`config.mk`:
```
export PLATFORM = sky130hd
export DESIGN_NAME = wft_ctrl
export DESIGN_NICKNAME = d
export VERILOG_FILES = /design/src/hw/rtl/waypoint_follower_turn_then_drive_top_macros.svh /design/src/hw/rtl/wft_pkg.sv /design/src/hw/rtl/wft_ctrl.sv
export SDC_FILE = /design/constraint.sdc
export NUM_CORES = 1
export LEC_CHECK = 0
export BUFFER_PORTS_ARGS = -buffer_cell sky130_fd_sc_hd__buf_2
export CAP_MARGIN = 20
export CORE_UTILIZATION = 38
export DETAILED_ROUTE_END_ITERATION = 7
export PLACE_DENSITY = 0.92
export SYNTH_ARGS = -nofsm -noshare
export SYNTH_HDL_FRONTEND = slang
export SYNTH_SLANG_ARGS = --single-unit
```
`constraint.sdc`:
```
create_clock -name clk -period 2.8 [get_ports clk]
set_clock_uncertainty 0.15 [all_clocks]
set_input_delay 0 -clock clk [delete_from_list [all_inputs] [get_ports clk]]
set_output_delay 0 -clock clk [all_outputs]
set_load 0.005 [all_outputs]
```
`src/hw/rtl/waypoint_follower_turn_then_drive_top_macros.svh`:
```
// ----------------------------------------------------------------------------
// Waypoint follower assertion macros
// Shared property wrappers for the concurrent checks of the top level.
// ----------------------------------------------------------------------------
`ifndef WAYPOINT_FOLLOWER_TURN_THEN_DRIVE_TOP_MACROS_SVH
`define WAYPOINT_FOLLOWER_TURN_THEN_DRIVE_TOP_MACROS_SVH

// Same-cycle implication, checked on every rising edge outside reset.
`define WFT_ASSERT_IMP(lbl, ante, cons, msg) \
  lbl: assert property (@(posedge clk) disable iff (rst) (ante) |-> (cons)) \
    else $error(msg);

// Next-cycle implication, checked on every rising edge outside reset.
`define WFT_ASSERT_NEXT(lbl, ante, cons, msg) \
  lbl: assert property (@(posedge clk) disable iff (rst) (ante) |=> (cons)) \
    else $error(msg);

`endif

```
`src/hw/rtl/wft_pkg.sv`:
```
// ----------------------------------------------------------------------------
// Waypoint follower package
// Types, constants and tables shared by the controller and datapath.
// ----------------------------------------------------------------------------
`timescale 1ns / 1ps

package wft_pkg;

  // Waypoint table
  localparam int MAX_WAYPOINTS = 256;
  localparam int WP_AW         = $clog2(MAX_WAYPOINTS);

  // CORDIC sizing: inputs are scaled up by powers of two until the larger magnitude reaches 2^40
  localparam int CIN          = 35;
  localparam int CW           = 44;
  localparam int NORM_LIM     = 40;
  localparam int NORM_STEP    = 8;
  localparam int NORM_COARSE  = NORM_LIM - NORM_STEP;
  localparam int CORDIC_ITERS = 24;
  localparam int ANG_FRAC     = 13;
  localparam int QUARTER_TURN = 90 << 20;
  localparam int YAW_ONE      = 1 << 28;

  // Distance / square root
  localparam int DW       = 33;
  localparam int SUM_W    = 2 * DW;
  localparam int SQ_STEPS = 6;

  typedef enum logic [1:0] {
    ACT_WRITE = 2'd0,
    ACT_START = 2'd1,
    ACT_TICK  = 2'd2,
    ACT_NONE  = 2'd3
  } action_t;

  typedef enum logic [2:0] {
    REG_ENABLE    = 3'd0,
    REG_POS_THR   = 3'd1,
    REG_ANG_THR   = 3'd2,
    REG_TURN_SPD  = 3'd3,
    REG_GAIN      = 3'd4
  } cfg_reg_t;

  typedef enum logic [1:0] {
    RES_NONE  = 2'd0,
    RES_TURN  = 2'd1,
    RES_DRIVE = 2'd2
  } res_kind_t;

  typedef struct packed {
    logic [1:0]         action;
    logic [7:0]         slot;
    logic [8:0]         path_length;
    logic signed [31:0] pos_x;
    logic signed [31:0] pos_y;
    logic signed [15:0] quat_x;
    logic signed [15:0] quat_y;
    logic signed [15:0] quat_z;
    logic signed [15:0] quat_w;
  } item_t;

  typedef struct packed {
    logic               cmd_valid;
    logic [30:0]        linear_velocity;
    logic signed [31:0] angular_velocity;
    logic               waypoint_reached;
    logic               goal_reached;
    logic [8:0]         remaining_waypoints;
  } result_t;

  // Controller -> datapath
  typedef struct packed {
    logic             load;
    logic             wr;
    logic             rd;
    logic [WP_AW-1:0] rd_addr;
    logic             diff;
    logic             cordic_start;
    logic             brg_sel;
    logic             store_brg;
    logic             sqrt_start;
    logic             mul;
    logic             emit;
    res_kind_t        kind;
    logic             reached;
    logic             goal;
    logic [8:0]       remaining;
  } ctrl_cmd_t;

  // Datapath -> controller
  typedef struct packed {
    logic enable;
    logic out_free;
    logic cordic_done;
    logic sqrt_done;
    logic far;
    logic dxy_nz;
    logic turn_ok;
  } dp_status_t;

  // atan(2^-i) in units of 2^-20 degree
  function automatic logic [25:0] atan_tab(input logic [4:0] i);
    logic [25:0] v;
    unique case (i)
      5'd0:  v = 26'd47185920;
      5'd1:  v = 26'd27855475;
      5'd2:  v = 26'd14718068;
      5'd3:  v = 26'd7471121;
      5'd4:  v = 26'd3750058;
      5'd5:  v = 26'd1876857;
      5'd6:  v = 26'd938658;
      5'd7:  v = 26'd469357;
      5'd8:  v = 26'd234682;
      5'd9:  v = 26'd117342;
      5'd10: v = 26'd58671;
      5'd11: v = 26'd29335;
      5'd12: v = 26'd14668;
      5'd13: v = 26'd7334;
      5'd14: v = 26'd3667;
      5'd15: v = 26'd1833;
      5'd16: v = 26'd917;
      5'd17: v = 26'd458;
      5'd18: v = 26'd229;
      5'd19: v = 26'd115;
      5'd20: v = 26'd57;
      5'd21: v = 26'd29;
      5'd22: v = 26'd14;
      5'd23: v = 26'd7;
      default: v = 26'd0;
    endcase
    return v;
  endfunction

endpackage

```
`src/hw/rtl/wft_ctrl.sv`:
```
// ----------------------------------------------------------------------------
// Waypoint follower controller
// Sequences each item and owns the path state (count, turn and goal flags).
// ----------------------------------------------------------------------------
`timescale 1ns / 1ps

module wft_ctrl (
  input  logic               clk,
  input  logic               rst,
  input  logic               item_valid,
  output logic               item_ready,
  input  wft_pkg::item_t     item,
  input  wft_pkg::dp_status_t st,
  output wft_pkg::ctrl_cmd_t cmd
);
  import wft_pkg::*;

  typedef enum logic [7:0] {
    S_IDLE = 8'b0000_0001,
    S_READ = 8'b0000_0010,
    S_DIFF = 8'b0000_0100,
    S_YAW  = 8'b0000_1000,
    S_BRG  = 8'b0001_0000,
    S_DIST = 8'b0010_0000,
    S_MUL  = 8'b0100_0000,
    S_DONE = 8'b1000_0000
  } state_t;

  typedef enum logic [2:0] {
    OP_NONE   = 3'd0,
    OP_START  = 3'd1,
    OP_GOAL   = 3'd2,
    OP_TURN   = 3'd3,
    OP_DRIVE  = 3'd4,
    OP_ARRIVE = 3'd5
  } op_t;

  state_t     state, state_next;
  op_t        op, op_next;
  logic [8:0] plen_sat;
  logic [8:0] remaining;
  logic       path_ready, turn_done, goal_done;

  logic       accept, active;
  logic [8:0] rem_n;
  logic       goal_n, turn_n, ready_n;

  assign item_ready = (state == S_IDLE);
  assign accept     = item_valid && item_ready;
  assign active     = st.enable && path_ready && !goal_done;

  // Next state and datapath commands
  always_comb begin
    cmd        = '0;
    state_next = state;
    op_next    = op;
    rem_n      = remaining;
    goal_n     = goal_done;
    turn_n     = turn_done;
    ready_n    = path_ready;
    cmd.rd_addr = WP_AW'(remaining - 9'd1);
    unique case (state)
      S_IDLE: begin
        cmd.load = accept;
        if (accept) begin
          state_next = S_DONE;
          op_next    = OP_NONE;
          priority if (item.action == ACT_WRITE) begin
            cmd.wr = (32'(item.slot) < MAX_WAYPOINTS);
          end else if (item.action == ACT_START) begin
            op_next = OP_START;
          end else if (item.action == ACT_TICK && active) begin
            if (remaining == 9'd0) begin
              op_next = OP_GOAL;
            end else begin
              cmd.rd     = 1'b1;
              state_next = S_READ;
            end
          end else begin
            op_next = OP_NONE;
          end
        end
      end
      S_READ: begin
        cmd.diff   = 1'b1;
        state_next = S_DIFF;
      end
      S_DIFF: begin
        priority if (!turn_done) begin
          cmd.cordic_start = 1'b1;
          op_next          = OP_TURN;
          state_next       = S_YAW;
        end else if (st.far) begin
          cmd.sqrt_start = 1'b1;
          op_next        = OP_DRIVE;
          state_next     = S_DIST;
        end else begin
          op_next    = OP_ARRIVE;
          state_next = S_DONE;
        end
      end
      S_YAW: begin
        if (st.cordic_done) begin
          if (st.dxy_nz) begin
            cmd.cordic_start = 1'b1;
            cmd.brg_sel      = 1'b1;
            state_next       = S_BRG;
          end else begin
            state_next = S_DONE;
          end
        end
      end
      S_BRG: begin
        cmd.store_brg = 1'b1;
        if (st.cordic_done) state_next = S_DONE;
      end
      S_DIST: begin
        if (st.sqrt_done) state_next = S_MUL;
      end
      S_MUL: begin
        cmd.mul    = 1'b1;
        state_next = S_DONE;
      end
      S_DONE: begin
        unique case (op)
          OP_START: begin
            ready_n = 1'b1;
            turn_n  = 1'b0;
            if (plen_sat < 9'd2) begin
              rem_n  = 9'd0;
              goal_n = 1'b1;
            end else begin
              rem_n  = plen_sat - 9'd1;
              goal_n = 1'b0;
            end
          end
          OP_GOAL: begin
            goal_n = 1'b1;
            turn_n = 1'b0;
          end
          OP_TURN: begin
            cmd.kind = RES_TURN;
            if (st.turn_ok) turn_n = 1'b1;
          end
          OP_DRIVE: cmd.kind = RES_DRIVE;
          OP_ARRIVE: begin
            rem_n       = remaining - 9'd1;
            cmd.reached = 1'b1;
            if (rem_n != 9'd0) turn_n = 1'b0;
          end
          default: ;
        endcase
        cmd.goal      = goal_n;
        cmd.remaining = rem_n;
        cmd.emit      = st.out_free;
        if (st.out_free) state_next = S_IDLE;
      end
      default: state_next = S_IDLE;
    endcase
  end

  // State and path bookkeeping
  always_ff @(posedge clk) begin
    if (rst) begin
      state      <= S_IDLE;
      op         <= OP_NONE;
      remaining  <= 9'd0;
      path_ready <= 1'b0;
      turn_done  <= 1'b0;
      goal_done  <= 1'b0;
    end else begin
      state <= state_next;
      op    <= op_next;
      if (cmd.emit) begin
        remaining  <= rem_n;
        path_ready <= ready_n;
        turn_done  <= turn_n;
        goal_done  <= goal_n;
      end
    end
  end

  // Saturated path length for a start transaction
  always_ff @(posedge clk) begin
    if (accept) begin
      plen_sat <= (32'(item.path_length) > MAX_WAYPOINTS) ? 9'(MAX_WAYPOINTS)
                                                          : item.path_length;
    end
  end

endmodule

```
==> results of run 1 <==
-- critical path, delay by kind of cell, from the launching register on --
kind,cells,cell delay (ns)
buffers and inverters,3,1.23
flip-flops,1,0.39
AND/OR/NAND/NOR,3,0.70
AO/OA/AOI/OAI,1,0.13
-- state kept, by name (all words and copies together), names as in the netlist --
register / flops
goal_done: 1
op: 3
turn_done: 1
state: 8
plen_sat: 9
path_ready: 1
remaining: 9
-- path summary, 6_finish.rpt --
check	startpoint	end
worst max register to register	state[7]	state[4]
worst min register to register	remaining[1]	remaining[1]
worst min-delay path	st[0]	turn_done
worst max-delay path	state[7]	state[4]
-- logic make-up after synthesis --
| family | count (synthesis) | share of synthesized area [%] |
|---|---|---|
| AND/OR/NAND/NOR | 134 | 34.1 |
| buffers and inverters | 31 | 6.06 |
| multiplexers | 1 | 0.534 |
| flip-flops | 32 | 34.7 |
| XOR/XNOR | 13 | 5.40 |
| AO/OA/AOI/OAI | 55 | 17.5 |
| adder cells (fa/ha/maj) | 3 | 1.78 |
-- repair_timing --
| action | in CTS | in global routing |
|---|---|---|
| hold buffers | 27 | 0 |
| endpoints found under the setup margin | 0 | 2 |
| resized for setup | 0 | 3 |
| hold endpoints to repair | 28 | 0 |
-- layer usage --
metal	vias to the layer above	global-route usage [%]	share of wire, %
met4	0	10.6	3.1
li1	1124	-	-
met1	1083	26.6	38
met3	24	5.51	9.8
met2	171	41.2	49
met5	-	0	0
-- report_power, final --
part / leakage, nW / internal, mW / switching [mW]
clock: 0.0404 / 0.176 / 0.197
sequential: 0.273 / 0.511 / 0.0439
combinational: 0.782 / 0.140 / 0.180
-- cells in the final DEF (no fill, tap or decap), types with 4 or more instances in the layout --
| master | n |
|---|---|
| or4_1 | 7 |
| o21ai_0 | 7 |
| nor3b_1 | 4 |
| nand3_1 | 9 |
| nor2_1 | 37 |
| nor2b_1 | 11 |
| buf_2 | 52 |
| nor4_1 | 6 |
| xor2_1 | 7 |
| dfxtp_1 | 23 |
| dlygate4sd3_1 | 27 |
| a211oi_1 | 10 |
| xnor2_1 | 6 |
| inv_1 | 11 |
| o22ai_1 | 4 |
| edfxtp_1 | 9 |
| a21oi_1 | 12 |
| nor3_1 | 13 |
| nand2_1 | 23 |
| nor4b_1 | 4 |
| clkbuf_8 | 5 |
-- cell type report --
class / instances / area [um^2] / share of cell area (%)
multi-input cells: 206 / 1270 / 45.6
flip-flops and latches: 32 / 731 / 26.3
repair buffers: 82 / 553 / 19.9
well taps: 70 / 87.6 / 3.15
clock buffers: 5 / 68.8 / 2.47
inverters: 13 / 48.8 / 1.75
clock inverters: 3 / 23.8 / 0.854
-- metrics by stage --
stage	hold slack [ns]	total power, mW	std cells
floorplan	-0.116	0.744	269
global placement	0.0982	0.823	376
detailed placement	0.103	0.833	376
CTS	0.0333	1.22	411
global route	0.0615	1.30	411
finish	0.0504	1.25	411
==> reports/results.tsv, run 1 <==
metric	value	unit
port-buffer-count	52	
startpoint_type	register	
first_pass_iters	5	
drtIter0Drc	229	
grt_overflow	0	
cap_violations	0	
antenna_found_initial	0	
slowest_delay	0.60	ns
ys.flop_type	dfxtp_1	
yosysTopAreaCellShare	21.9	%
yosysMostFrequentCell	nor2_1	
syn_area_per_cell	7.83	um^2
cp.arrival	2.74	ns
remaining_drc_errors	0	
crit_fanout	7	
die_h	76.5	um
cts_tree	yes	
grt.total_usage	23.4	%
reg2reg_slack	0.15	ns
max_freq	377	MHz
fillers	443	
initial_core_util	40.2	%
finalNetCount	500	
rows	26	
diodes	0	
ys_seq_area_share	34.7	%
cts_sinks	32	
syn-num-nets	429	
clockRootBuffer	clkbuf_8	
ys_ff_latch	32	
postCtsSetupBuffers	0	
period_minus_slack	2.65	ns
fp.coreArea	0.00524	mm^2
worst_slack	0.146	ns
crit_chain	nor4_4 > nand3_1 > inv_1 > nand3_1 > dlygate4sd3_1 > a21oi_1 > dlygate4sd3_1	
vias	2402	
final_util	53.1	%
die_w	76.5	um
worstHoldPathCells	5	
grt_pass1_wl	10800	um
synthDistinctLibCells	48	
htreeDepth	2	
critPathRequiredTime	2.89	ns
min_path_type	input port to register	
synth_top_cells_by_count	nor2_1 (37), dfxtp_1 (23), nand2_1 (23)	
peakVddDrop	361	uV
setup_violations	0	
end_kind	register	
status	finished, final reports clean	
yosys.area.top_type	dfxtp_1	
synthTopCellsByArea	dfxtp_1 (22%), edfxtp_1 (13%), nor2_1 (6.6%)	
yosysWarnings	0	
final-hold-violation-count	0	
die_area	0.00585	mm^2
pre_cts_ws	0.313	ns
antenna_left	0	
crit_slowest_cell	dlygate4sd3_1	
fin_crit_sh	94.8	%
synth_area	0.00211	mm^2
async_flop_share	0	%
worstMarginPinSlew	0.765	ns
clk_pin_slew_worst_paths	0.07	ns
synth_edf_count	9	
clock_path_buffers	2	
wirelength	6740	um
slew_headroom	48.6	%
grt_pass1_vias	2287	
grt_max_degree	20	
clock_latency	0.29	ns
drv_slew	0	
r2r_cells	7	
boundaryPins	189	
gp_congestion	1.00	
wl_per_cell	16.4	um
synth_cells	269	
cts-buffers-inserted	5	
via_per_inst	5.84	
fin_tns_setup	0	ns
rsz0062_at_grt	no	
p_leak	1.10	nW
postLayoutCellArea	0.00278	mm^2
synthToLayoutAreaGrowth	32.1	%
critPathKind	register to register	
dp_hpwl	4250	um
power_density	449	mW/mm^2
placed_area	0.00240	mm^2
drive_gt1_share	20.8	%
Note: power is estimated with default switching activity, not from simulation.
==> inputs of run 2 (changes only) <==
CORE_MARGIN = 2   (was default)
clock period = 2.99 ns   (was 2.8 ns; I/O delays follow)
==> reports/results.tsv, run 2 (synthesized netlist as in run 1, its figures left out) <==
metric	value	unit	change
status	finished, final reports clean		
vias	2286		-4.8%
drv_slew	0		unchanged
combPwrFrac	26.0	%	+0.3 points
remaining_drc_errors	0		unchanged
layout_common_cells	buf_2 (52), nor2_1 (37), dlygate4sd3_1 (26), nand2_1 (23), dfxtp_1 (23)		
clkPwrFrac	28.3	%	-1.6 points
fin_crit_sh	93.6	%	-1.2 points
seq_area	731	um^2	unchanged
peakVddDrop	215	uV	-41%
cp.arrival	2.88	ns	+0.14 ns
wl_per_cell	15.0	um	-8.5%
swShare	32.1	%	-1.6 points
placed_area	0.00239	mm^2	-0.21%
first_pass_iters	4		-1
critPathKind	register to register		
crit_fanout	7		unchanged
r2r_start	remaining[0]		
slew_headroom	62.1	%	+13 points
p_switching	0.364	mW	-14%
cap_violations	0		unchanged
dp_hpwl	4390	um	+3.3%
gp_congestion	0.943		-5.9%
postCtsSetupBuffers	0		unchanged
startpoint_type	register		
grt_max_degree	20		unchanged
critPathRequiredTime	3.07	ns	+0.18 ns
synthToLayoutAreaGrowth	30.8	%	
grt_overflow	0		unchanged
clockRootBuffer	clkbuf_8		
mostFrequentLayoutCell	buf_2		
drtIter0Drc	296		+29%
max_freq	357	MHz	-5.2%
wirelength	6180	um	-8.3%
worstHoldPathCells	5		unchanged
die_area	0.00616	mm^2	+5.3%
htreeDepth	2		unchanged
antenna_found_initial	0		unchanged
postLayoutCellArea	0.00276	mm^2	-0.94%
initial_core_util	38.7	%	-1.5 points
period_minus_slack	2.80	ns	+0.145 ns
whs	0.00137	ns	-0.0490 ns
finalNetCount	498		-0.40%
grt_pass1_wl	10400	um	-3.8%
p_leak	1.09	nW	-0.53%
hp-start	item[146]		
cts-buffers-inserted	5		unchanged
power_frac_seq	45.7	%	+1.3 points
fin_tns_setup	0	ns	unchanged
multi_input_area	0.00127	mm^2	-0.30%
clk_pin_slew_worst_paths	0.07	ns	about the same
final-hold-violation-count	0		unchanged
drive_gt1_share	19.5	%	-1.4 points
internal_power	0.770	mW	-6.9%
r2r_cells	8		+1
power_density	411	mW/mm^2	-8.3%
clock_path_buffers	2		unchanged
cts_tree	yes		
port-buffer-count	52		unchanged
die_w	78.5	um	+2.6%
setup_violations	0		unchanged
fillers	501		+13%
min_path_type	input port to register		
via_per_inst	5.55		-5.1%
clock_latency	0.29	ns	about the same
cts_sinks	32		unchanged
end_kind	register		
reg2reg_slack	0.19	ns	+0.04 ns
antenna_left	0		unchanged
grt_pass1_vias	2139		-6.5%
fp.coreArea	0.00544	mm^2	+3.8%
largestRegisters	plen_sat: 9 flops, remaining: 9 flops, state: 8 flops		
die_h	78.5	um	+2.6%
worstMarginPinSlew	0.567	ns	-0.197 ns
rows	27		+3.8%
crit_start	remaining[0]		
boundaryPins	189		unchanged
grt.total_usage	21.4	%	-2.0 points
rsz0062_at_grt	no		
-- run 2: cell type report --
cell class | instances | share of cell area (%)
repair buffers | 80 | 19.4
multi-input cells | 206 | 45.9
well taps | 72 | 3.27
flip-flops and latches | 32 | 26.5
clock inverters | 2 | 0.272
diodes | 1 | 0.0908
clock buffers | 6 | 2.63
inverters | 13 | 1.86
-- run 2: through the flow --
step	cells	setup WS [ns]	utilization (%)	total power, mW
final	412	0.191	50.7	1.13
after global placement	377	0.515	44.0	0.777
after floorplan	269	0.623	-	0.697
after global routing	411	0.0121	50.6	1.20
after detailed placement	377	0.467	44.0	0.781
after CTS	411	0.116	50.3	1.13
-- run 2: power by group through the flow --
stage	registers, mW	logic (mW)	clock network (mW)
2_1_floorplan	0.509	0.189	0
3_3_place_gp	0.524	0.252	0
3_5_place_dp	0.526	0.255	0
4_1_cts	0.517	0.284	0.328
5_1_grt	0.526	0.328	0.350
6_report	0.519	0.295	0.320
-- run 2: critical path: stages (launching register included) --
cell and delay [ns]:
dfxtp_1 0.38, inv_1 0.10, ha_1 0.21, or4b_1 0.59, nor4_4 0.32, nand2b_1 0.21
a211oi_1 0.09, o32ai_1 0.11, dlygate4sd3_1 0.58
-- run 2: repair_timing --
item,in CTS,in global routing
endpoints found under the hold margin,22,0
resized for setup,0,3
endpoints found under the setup margin,0,2
hold buffers,26,0
-- run 2: per-layer routing --
metal | up-vias | GRT usage, % | share of wire (%)
li1 | 1124 | - | -
met4 | 0 | 8.95 | 2.6
met5 | - | 0 | 0
met3 | 15 | 3.91 | 6.2
met1 | 1058 | 26.4 | 42
met2 | 89 | 36.6 | 50
-- run 2: final timing paths --
kind                              endpoint
worst max-delay path              state[7]
worst min-delay path                 op[1]
worst max register to register    state[7]
worst min register to register  path_ready
